[config.mk]
export PLATFORM = sky130hd
export DESIGN_NAME = sbus_frame_decoder
export DESIGN_NICKNAME = d
export VERILOG_FILES = /design/src/rtl/sfd_pkg.sv /design/src/rtl/sbus_frame_decoder.sv
export SDC_FILE = /design/constraint.sdc
export NUM_CORES = 1
export LEC_CHECK = 0
export BUFFER_PORTS_ARGS = -buffer_cell sky130_fd_sc_hd__buf_2
export CORE_MARGIN = 10
export CORE_UTILIZATION = 56
export CTS_CLUSTER_DIAMETER = 120
export CTS_CLUSTER_SIZE = 30
export DETAILED_ROUTE_END_ITERATION = 10
export PLACE_DENSITY = 0.72
export SYNTH_ARGS = -nofsm -noshare
export SYNTH_HDL_FRONTEND = slang
export SYNTH_SLANG_ARGS = --single-unit
[constraint.sdc]
create_clock -name clock -period 2.9 [get_ports clock]
set_clock_uncertainty 0.2 [all_clocks]
set_input_delay 0 -clock clock [delete_from_list [all_inputs] [get_ports clock]]
set_output_delay 0 -clock clock [all_outputs]
set_load 0.02 [all_outputs]
[src/rtl/sfd_pkg.sv]
// Package: frame layout constants and types for the serial frame decoder.
`default_nettype none
package sfd_pkg;

   localparam int FRAME_BYTES  = 25;
   localparam int NUM_CHANNELS = 16;
   localparam int CHAN_BITS    = 11;
   localparam int FIRST_DATA   = 1;
   localparam int LAST_DATA    = 22;
   localparam int FLAG_BYTE    = 23;
   localparam int FAILSAFE_BIT = 3;
   localparam int LOST_BIT     = 2;
   localparam int BANK_DEPTH   = 32;
   localparam int IDX_W        = $clog2(BANK_DEPTH);
   localparam int ADDR_W       = IDX_W + 1;
   localparam int ACC_W        = CHAN_BITS + 7;
   localparam int CNT_W        = $clog2(CHAN_BITS);

   localparam logic [7:0] START_BYTE = 8'h0F;
   localparam logic [7:0] END_BYTE   = 8'h00;

   typedef logic [7:0]              byte_type;
   typedef logic [IDX_W-1:0]        idx_type;
   typedef logic [ADDR_W-1:0]       addr_type;
   typedef logic [CHAN_BITS-1:0]    chan_type;
   typedef logic [3:0]              chan_idx_type;
   typedef logic [ACC_W-1:0]        acc_type;
   typedef logic [CNT_W-1:0]        cnt_type;

endpackage
`default_nettype wire

[src/rtl/sbus_frame_decoder.sv]
// Top level: collects 25-byte frames into a banked store and unpacks 16 channels.
//
//  channel | direction | payload                                   | handshake
//  req     | in        | rx_byte[7:0]                              | req_valid / req_stall
//  rsp     | out       | channel_index, channel_value, flags, last | rsp_valid / rsp_stall
//
// One byte beat is taken per cycle unless req stalls. A good frame yields 16
// channel beats, at most one per cycle while rsp is free; the 22 data bytes are
// read back through the store's single read port, one byte a cycle unless rsp stalls.
// Two banks let the next frame collect while the previous one drains; req stalls
// only while idle between frames with both banks full. Reset is synchronous; the store
// itself needs no clearing as only fully written frames are read.
`default_nettype none
module sbus_frame_decoder (
   input  wire                  clock,
   input  wire                  reset,
   input  wire                  req_valid,
   output logic                 req_stall,
   input  wire  sfd_pkg::byte_type req_rx_byte,
   output logic                 rsp_valid,
   input  wire                  rsp_stall,
   output sfd_pkg::chan_idx_type rsp_channel_index,
   output sfd_pkg::chan_type    rsp_channel_value,
   output logic                 rsp_failsafe_flag,
   output logic                 rsp_lost_flag,
   output logic                 rsp_last_of_frame
);
   import sfd_pkg::*;

   // frame store, two banks
   byte_type mem [2*BANK_DEPTH];

   // collection side
   logic       collecting_ff, collecting_in;
   logic [4:0] byte_count_ff, byte_count_in;
   logic       wr_bank_ff, wr_bank_in;
   logic [1:0] busy_ff, busy_in;
   logic [1:0] fs_ff, lost_ff;
   logic       req_accept, mem_we, frame_done;
   addr_type   wr_addr;

   // read-back side
   logic       rd_bank_ff, rd_bank_in;
   logic [4:0] rd_idx_ff, rd_idx_in;
   byte_type   q_ff;
   logic       q_vld_ff, q_vld_in;
   acc_type    acc_ff, acc_in, acc_new;
   cnt_type    acc_cnt_ff, acc_cnt_in;
   chan_idx_type ch_ff, ch_in;
   logic       rd_en, consume, produce, out_free, drain_done;

   // output register
   logic         rsp_valid_ff;
   chan_idx_type rsp_index_ff;
   chan_type     rsp_value_ff;
   logic         rsp_fs_ff, rsp_lost_ff, rsp_last_ff;

   // a start byte may not open a bank that still awaits draining
   assign req_stall  = !collecting_ff && busy_ff[wr_bank_ff];
   assign req_accept = req_valid && !req_stall;
   assign mem_we     = req_accept && (collecting_ff || (req_rx_byte == START_BYTE));
   assign wr_addr    = {wr_bank_ff, collecting_ff ? byte_count_ff : idx_type'(0)};
   assign frame_done = req_accept && collecting_ff &&
                       (byte_count_ff == 5'(FRAME_BYTES - 1));

   always_comb begin
      collecting_in = collecting_ff;
      byte_count_in = byte_count_ff;
      wr_bank_in    = wr_bank_ff;
      busy_in       = busy_ff;
      if (req_accept) begin
         if (!collecting_ff) begin
            if (req_rx_byte == START_BYTE) begin
               collecting_in = 1'b1;
               byte_count_in = 5'd1;
            end
         end else if (frame_done) begin
            collecting_in = 1'b0;
            byte_count_in = 5'd0;
            if (req_rx_byte == END_BYTE) begin
               busy_in[wr_bank_ff] = 1'b1;
               wr_bank_in          = !wr_bank_ff;
            end
         end else begin
            byte_count_in = byte_count_ff + 5'd1;
         end
      end
      if (drain_done)
         busy_in[rd_bank_ff] = 1'b0;
   end

   // read-back and unpack
   assign out_free   = !rsp_valid_ff || !rsp_stall;
   assign produce    = q_vld_ff && (acc_cnt_ff >= cnt_type'(CHAN_BITS - 8));
   assign consume    = q_vld_ff && ((acc_cnt_ff < cnt_type'(CHAN_BITS - 8)) || out_free);
   assign drain_done = consume && produce && (ch_ff == chan_idx_type'(NUM_CHANNELS - 1));
   assign rd_en      = busy_ff[rd_bank_ff] && (rd_idx_ff <= 5'(LAST_DATA)) &&
                       (!q_vld_ff || consume);
   assign acc_new    = acc_ff | (acc_type'(q_ff) << acc_cnt_ff);

   always_comb begin
      rd_bank_in = rd_bank_ff;
      rd_idx_in  = rd_idx_ff;
      q_vld_in   = q_vld_ff;
      acc_in     = acc_ff;
      acc_cnt_in = acc_cnt_ff;
      ch_in      = ch_ff;
      if (consume)
         q_vld_in = 1'b0;
      if (rd_en) begin
         q_vld_in  = 1'b1;
         rd_idx_in = rd_idx_ff + 5'd1;
      end
      if (consume) begin
         if (produce) begin
            acc_in     = acc_new >> CHAN_BITS;
            acc_cnt_in = acc_cnt_ff - cnt_type'(CHAN_BITS - 8);
            ch_in      = ch_ff + 4'd1;
         end else begin
            acc_in     = acc_new;
            acc_cnt_in = acc_cnt_ff + cnt_type'(8);
         end
      end
      if (drain_done) begin
         rd_bank_in = !rd_bank_ff;
         rd_idx_in  = 5'(FIRST_DATA);
      end
   end

   always_ff @(posedge clock) begin
      if (mem_we)
         mem[wr_addr] <= req_rx_byte;
      if (rd_en)
         q_ff <= mem[{rd_bank_ff, rd_idx_ff}];
   end

   always_ff @(posedge clock) begin
      if (req_accept && collecting_ff && (byte_count_ff == 5'(FLAG_BYTE))) begin
         fs_ff[wr_bank_ff]   <= req_rx_byte[FAILSAFE_BIT];
         lost_ff[wr_bank_ff] <= req_rx_byte[LOST_BIT];
      end
      if (consume && produce) begin
         rsp_index_ff <= ch_ff;
         rsp_value_ff <= acc_new[CHAN_BITS-1:0];
         rsp_fs_ff    <= fs_ff[rd_bank_ff];
         rsp_lost_ff  <= lost_ff[rd_bank_ff];
         rsp_last_ff  <= (ch_ff == chan_idx_type'(NUM_CHANNELS - 1));
      end
   end

   always_ff @(posedge clock) begin
      if (reset) begin
         collecting_ff <= 1'b0;
         byte_count_ff <= 5'd0;
         wr_bank_ff    <= 1'b0;
         busy_ff       <= 2'b00;
         rd_bank_ff    <= 1'b0;
         rd_idx_ff     <= 5'(FIRST_DATA);
         q_vld_ff      <= 1'b0;
         acc_ff        <= '0;
         acc_cnt_ff    <= '0;
         ch_ff         <= '0;
         rsp_valid_ff  <= 1'b0;
      end else begin
         collecting_ff <= collecting_in;
         byte_count_ff <= byte_count_in;
         wr_bank_ff    <= wr_bank_in;
         busy_ff       <= busy_in;
         rd_bank_ff    <= rd_bank_in;
         rd_idx_ff     <= rd_idx_in;
         q_vld_ff      <= q_vld_in;
         acc_ff        <= acc_in;
         acc_cnt_ff    <= acc_cnt_in;
         ch_ff         <= ch_in;
         if (consume && produce)
            rsp_valid_ff <= 1'b1;
         else if (!rsp_stall)
            rsp_valid_ff <= 1'b0;
      end
   end

   assign rsp_valid         = rsp_valid_ff;
   assign rsp_channel_index = rsp_index_ff;
   assign rsp_channel_value = rsp_value_ff;
   assign rsp_failsafe_flag = rsp_fs_ff;
   assign rsp_lost_flag     = rsp_lost_ff;
   assign rsp_last_of_frame = rsp_last_ff;

   // the bank being filled is never one still awaiting readback
   a_no_bank_clash: assert property (@(posedge clock) disable iff (reset)
      collecting_ff |-> !busy_ff[wr_bank_ff])
      else $error("frame bank filled while still pending");

   // every frame consumes exactly its data bits
   a_acc_empty: assert property (@(posedge clock) disable iff (reset)
      drain_done |=> (acc_cnt_ff == '0) && (acc_ff == '0))
      else $error("bit accumulator not empty at end of frame");

   a_last_index: assert property (@(posedge clock) disable iff (reset)
      (rsp_valid && rsp_last_of_frame) |-> (rsp_channel_index == 4'hF))
      else $error("last-of-frame beat on wrong channel");

   a_rd_after_data: assert property (@(posedge clock) disable iff (reset)
      rd_en |-> (rd_idx_ff >= 5'(FIRST_DATA)))
      else $error("read of header byte");

endmodule
`default_nettype wire
# --- Word-level counts from Yosys, hierarchy flattened ---
# Memory sizes are Yosys's and may differ from the RTL's. A register that Yosys moved wholly into a read port is not among the register bits.
# Index checks and enable logic that the tools add are counted.
word_totals:
  reg_bits: 65
  ramBits: 512
  input_bits: 12
  output_inout_bits: 20
  wordCells: 107
  mem_count: 1
mem_list:
  columns: ["name", "words", "width", "read_ports", "rd_ports_with_merged_regs", "write_ports", "line", "text"]
  rows:
  - ["mem", 64, 8, 1, 1, 1, "sbus_frame_decoder.sv:31", "byte_type mem [2*BANK_DEPTH];"]
op_classes:
  add_sub_neg: 5
  n_lt_le_gt_ge: 7
  eq_ne: 5
  shifts: 1
  muxes: 34
  bitwise_logic: 4
  n_reduce_logical: 32
op_table:
  columns: ["operator", "n"]
  rows:
  - ["5-bit two-way mux", 4]
  - ["1-bit two-way mux", 19]
  - ["18-bit two-way mux", 1]
  - ["18-bit OR", 1]
  - ["8-bit by 4-bit left shift with 18-bit output", 1]
  - ["1-bit logical AND", 14]
  - ["5-bit by 1-bit adder with 5-bit output (second input constant)", 2]
  - ["5-bit == test (second input constant)", 2]
  - ["2-bit two-way mux", 5]
  - ["8-bit by 4-bit == test with 1-bit output (second input constant)", 1]
  - ["8-bit zero test", 1]
  - ["1-bit zero test", 7]
  - ["5-bit <= comparator (second input constant)", 1]
  - ["4-bit by 1-bit adder with 4-bit output (second input constant)", 1]
  - ["4-bit adder (second input constant)", 1]
  - ["2-bit bitwise mux", 2]
  - ["4-bit == test (second input constant)", 1]
  - ["4-bit by 2-bit greater-or-equal comparator with 1-bit output (second input constant)", 1]
  - ["1-bit logical OR", 4]
  - ["1-bit by 2-bit < comparator with 1-bit output (second input constant)", 2]
  - ["4-bit by 2-bit < comparator with 1-bit output (second input constant)", 1]
  - ["4-bit two-way mux", 1]
  - ["2-bit AND reduction", 2]
  - ["4-bit AND reduction", 1]
  - ["other kinds (9)", 12]

# --- Logic depth before layout (Yosys ltp) ---
depth:
  depth_word: 12
  depth_mapped: 13
  ltp_nobuf: 7

# --- Worst setup path after synthesis ---
# OpenSTA, ideal clock, no wires.
synth_timing:
  kind: "reg2reg"
  startpoint: "register rd_idx_ff[0]"
  endpoint: "register q_ff[0] (read register of mem), enable pin"
  setup_ps: 366
  arrival_time_ps: 2183
  required_time_ps: 2334
  setup_slack_ps: 151
  stages_incl_launch_ff: 12
  path_cell_list: "dfxtp_1 buf_6 buf_6 buf_6 buf_6 buf_6 inv_1 ha_1 and3b_1 o21ai_0 and3_1 clkbuf_1"
synth_via:
  elab_chain_len: 3
synth_rtl:
  columns: ["element", "line", "text"]
  rows:
  - ["start, declared", "sbus_frame_decoder.sv:44", "logic [4:0] rd_idx_ff, rd_idx_in;"]
  - ["start signal, assigned", "sbus_frame_decoder.sv:158", "rd_idx_ff <= 5'(FIRST_DATA);"]
  - ["start signal, assigned", "sbus_frame_decoder.sv:170", "rd_idx_ff <= rd_idx_in;"]
  - ["5-bit <= comparator", "sbus_frame_decoder.sv:97", "assign rd_en = busy_ff[rd_bank_ff] && (rd_idx_ff <= 5'(LAST_DATA)) &&"]
  - ["1-bit logical AND (2 in series)", "sbus_frame_decoder.sv:97", null]
  - ["end, declared", "sbus_frame_decoder.sv:45", "byte_type q_ff;"]
# Parallel ways exist; a longest one is shown, timed or not.
# A chain may end at the register's enable or synchronous reset.

# --- Final worst setup path ---
layout_timing:
  startpoint: "register rd_idx_ff[1]"
  endpoint: "register q_ff[0] (read register of mem), data pin"
# Same word-level chain as after synthesis.

==> flow_summary.rst <==
.. list-table::
   :header-rows: 1

   * - Metric
     - Value
   * - Total negative slack for setup checks
     - 0 ns
   * - Floorplan die width
     - 224 um
   * - Worst setup endpoint
     - q_ff[0]
   * - Number of antenna diodes
     - 0
   * - Required time of the critical path
     - 3.02 ns
   * - Initial core utilization
     - 56.9%
   * - CTS clock-pin slew for the worst setup and hold paths
     - 0.11 ns
   * - Register area share after synthesis
     - 73.3%
   * - Critical path fanouts, max
     - 25
   * - Sequential cell fraction of total power
     - 69.0%
   * - Fraction of the mapped netlist area in simple logic gates
     - 4.60%
   * - Total of warnings raised by yosys
     - 0
   * - Total count of max-transition violations in the final report
     - 0
   * - Post-synthesis instance area
     - between 20000 and 25000 um^2
   * - Finished Cell Area
     - 25800 um^2
   * - Xor-xnor portion of the synthesized cell area
     - less than 1%
   * - Area post-placement
     - 25000 um^2
   * - Post-layout nets
     - between 1000 and 1500
   * - Total track usage
     - 20.9%
   * - Area occupied by multi-input gates
     - 5810 um^2
   * - Number of design-rule violations left by the first detailed-router iteration
     - 1509
   * - Number of synthesized flops with an enable pin
     - 542
   * - Status
     - complete, no violations
   * - Total nets after synthesis
     - 1287
   * - Final total power
     - 13.3 mW
   * - Power density of the placed cells
     - 516 nW/um^2
   * - Top-area cell type share of the netlist area
     - 69.6%
   * - Core area
     - about 40000 um^2
   * - Crit path depth
     - 6
   * - Total detailed-routing wirelength
     - 53000 um
   * - Worst slack at placement
     - 0.128 ns
   * - CTS max path bufs
     - 3
   * - Length of the first detailed-routing pass in iterations
     - 6
   * - Worst Hold Class
     - in -> reg
   * - CTS tree
     - done
   * - Final worst path period share
     - 96.4%
   * - Vias after detailed routing
     - 12465
   * - Slowest cell on the critical path
     - dfxtp_4
   * - Flip-flop and latch count after synthesis
     - ~590
   * - Register-to-register setup slack
     - about 0.11 ns
   * - Clock insertion delay at the later pin of the skew report
     - just under 0.6 ns
   * - Fmax
     - 0.358 GHz
   * - Area grow syn2layout
     - 10.4%
   * - Arrival time worst endpoint
     - 2.91 ns
   * - Reg-to-reg critical path startpoint
     - rd_idx_ff[1]
   * - Tightest Pin Transition
     - roughly 0.75 ns
   * - RSZ-0062 raised after global routing
     - no
   * - Largest net degree at the start of global routing
     - 68
   * - Predominant post-synthesis flop cell
     - edfxtp_1
   * - Overall die area
     - 50300 um^2
   * - HPWL after DPL
     - 34500 um
   * - Aggregate global routing overflow
     - 0
   * - Commonest cells after routing, fill and taps aside
     - edfxtp_1 (542), buf_4 (135), nor2_1 (107)
   * - Logic gate share of total power
     - 1.3%
   * - Largest cells by area after synthesis
     - edfxtp_1 (70%), mux4_2 (10%), dfxtp_1 (3.7%)
   * - Post-synth top area cell
     - edfxtp_1
   * - Max-slew headroom
     - 49.8%
   * - Buf+Inv Stages, Crit Path
     - 2
   * - Total of endpoints with negative setup slack in the final report
     - 0
   * - Main combinational cell family by area after synthesis
     - multiplexers
   * - Number of global-route vias before repair
     - between 10000 and 15000
   * - Storage element area
     - 17100 um^2
   * - Shortest period the worst path allows
     - approximately 2.8 ns
   * - Fill cell instance count of the final layout
     - slightly below 3000
   * - Element type at the critical path end
     - register
   * - Worst R2R End
     - q_ff[0]
   * - Mux share of post-synthesis cell area
     - 14.3%
   * - Final std cells w/o fill
     - 1961
   * - Worst hold slack across all endpoints
     - 0.00615 ns
   * - Setup crit start kind
     - register
   * - Final hold violations
     - 0
   * - Max-cap violations
     - 0
   * - Site Rows
     - 74
   * - Sw power
     - roughly 2.6 mW
   * - CTS sink count
     - 585
   * - Gp weighted congestion
     - 0.896
   * - Mean cell area of the mapped netlist
     - 18.4 um^2
   * - Reg2reg path depth
     - 6
   * - Final core occ
     - 62.8%
   * - Crit-path leading delay family
     - compound AO/OA/AOI/OAI gates
   * - Fraction of final layout cells with drive strength greater than 1
     - between 20% and 30%
   * - Peak supply drop
     - 0.000600 V
   * - Placed insts
     - 1905
   * - Share of synthesized registers carrying an async set or reset
     - 0%
   * - CTS HTree Levels
     - 1
   * - Number of port buffers
     - 31
   * - Total leakage power
     - 8.50 nW
   * - Gate Count Post-Synth
     - 1269
   * - Post-CTS Repair Setup Buffers
     - 0
   * - DIE HEIGHT
     - between 200 and 250 um
   * - DR vias/cell
     - 6.36
   * - Critical path class
     - reg -> reg
   * - Number of antenna violations at the first check in global routing
     - 0
   * - Number of buffers created by CTS
     - 23
   * - Slowest cell delay on critical path
     - 0.64 ns
   * - Min-Delay Path Depth
     - 2
   * - Area share of fa/ha/maj cells after synthesis
     - less than 1%
   * - Clock share of power
     - between 20% and 30%
   * - PnR worst setup slack
     - 0.106 ns
   * - Post-DRT Antenna Nets
     - 0
   * - Wire length of the first global-routing pass
     - about 80000 um
   * - Cell chain of the critical path
     - buf_12 > buf_4 > mux4_2 > a211o_1 > o21ai_0 > o32ai_1
   * - Internal power
     - about 11 mW
   * - Most frequent standard cell in the layout excluding fill and tap cells
     - edfxtp_1
   * - Master cell of the clock root buffer
     - clkbuf_16
   * - Origin of the worst setup path
     - rd_idx_ff[1]
   * - Per-cell routed wire length
     - 27.0 um
   * - Switch share
     - 19.2%
   * - Top Ports
     - 32
   * - Count of cell types in the netlist
     - 70
   * - Complex-gate fraction of the synthesized area
     - 5.07%
   * - Remaining design rule violation count
     - 0
## routing by layer
metal | GRT usage, % | vias up | wire length, um
met4 | 4.39 | 0 | 1070
li1 | - | 5380 | -
met1 | 30.0 | 6451 | 22100
met5 | 0 | - | 0
met3 | 2.77 | 63 | 4030
met2 | 34.0 | 571 | 25800
## worst register-to-register path: stages, from the launching register on
cell     delay (ns)
dfxtp_4        0.64
buf_12         0.26
buf_4          0.27
mux4_2         0.32
a211o_1        0.29
o21ai_0        0.40
o32ai_1        0.15
## cell type report
class / count / area share, %
flip-flops and latches: 585 / 66.4
multi-input cells: 604 / 22.5
repair buffers: 189 / 5.85
well taps: 532 / 2.58
clock buffers: 40 / 2.48
inverters: 9 / 0.131
clock inverters: 2 / 0.0969
## power groups by stage
stage               Clock, mW  Sequential [mW]  Combinational [mW]
floorplan                   0             9.38              0.0150
global placement            0             9.38               0.157
detailed placement          0             9.38               0.166
CTS                      4.03             9.19               0.177
global route             4.32             9.19               0.190
finish                   3.96             9.19               0.176
## synth_stat cells, types with 5 or more instances
cell,number
ha_1,6
dfxtp_1,43
inv_1,8
nand2b_1,8
nand2_1,35
a22oi_1,13
xor2_1,6
buf_6,8
nor2b_1,12
buf_2,23
o21ai_0,25
a211oi_1,17
nand3_1,13
a22o_1,10
a21oi_1,26
buf_4,5
o211a_1,7
a21o_1,7
mux4_1,5
o21a_1,5
o221ai_1,7
and3_1,8
mux4_2,105
nor3_1,9
xnor2_1,7
mux2_2,15
o22ai_1,12
edfxtp_1,542
clkbuf_1,27
nand4_1,9
nor2_1,107
mux2i_1,67
and2_1,5
## timing repair
action / CTS / global route
hold buffers: 13 / 0
gates resized for setup: 0 / 2
endpoints found under the hold margin: 462 / 0
setup endpoints to repair: 0 / 8
## registers in the layout, indices dropped and copies added (netlist names), 5 cells and up
| name | cells |
|---|---|
| acc_ff | 18 |
| byte_count_ff | 5 |
| rd_idx_ff | 5 |
| rsp_channel_value | 11 |
| mem | 512 |
| q_ff | 8 |
## cell families after synthesis
| family | Yosys count |
|---|---|
| flops | 585 |
| simple gates | 228 |
| mux | 193 |
| compound gates | 164 |
| buf+inv | 80 |
| xor+xnor | 13 |
| fa+ha+maj | 6 |
## worst min path at each step
stage / from / to / slack (ns)
finish: req_rx_byte[6] / mem[33][6] / 0.006
floorplan: req_rx_byte[3] / fs_ff[0] / -0.10
global placement: rsp_stall / rsp_valid / 0.14
global route: req_rx_byte[6] / mem[31][6] / 0.02
CTS: req_rx_byte[6] / mem[30][6] / 0.004
detailed placement: rsp_stall / rsp_valid / 0.16
No activity file was read; power rests on OpenSTA's default activity.
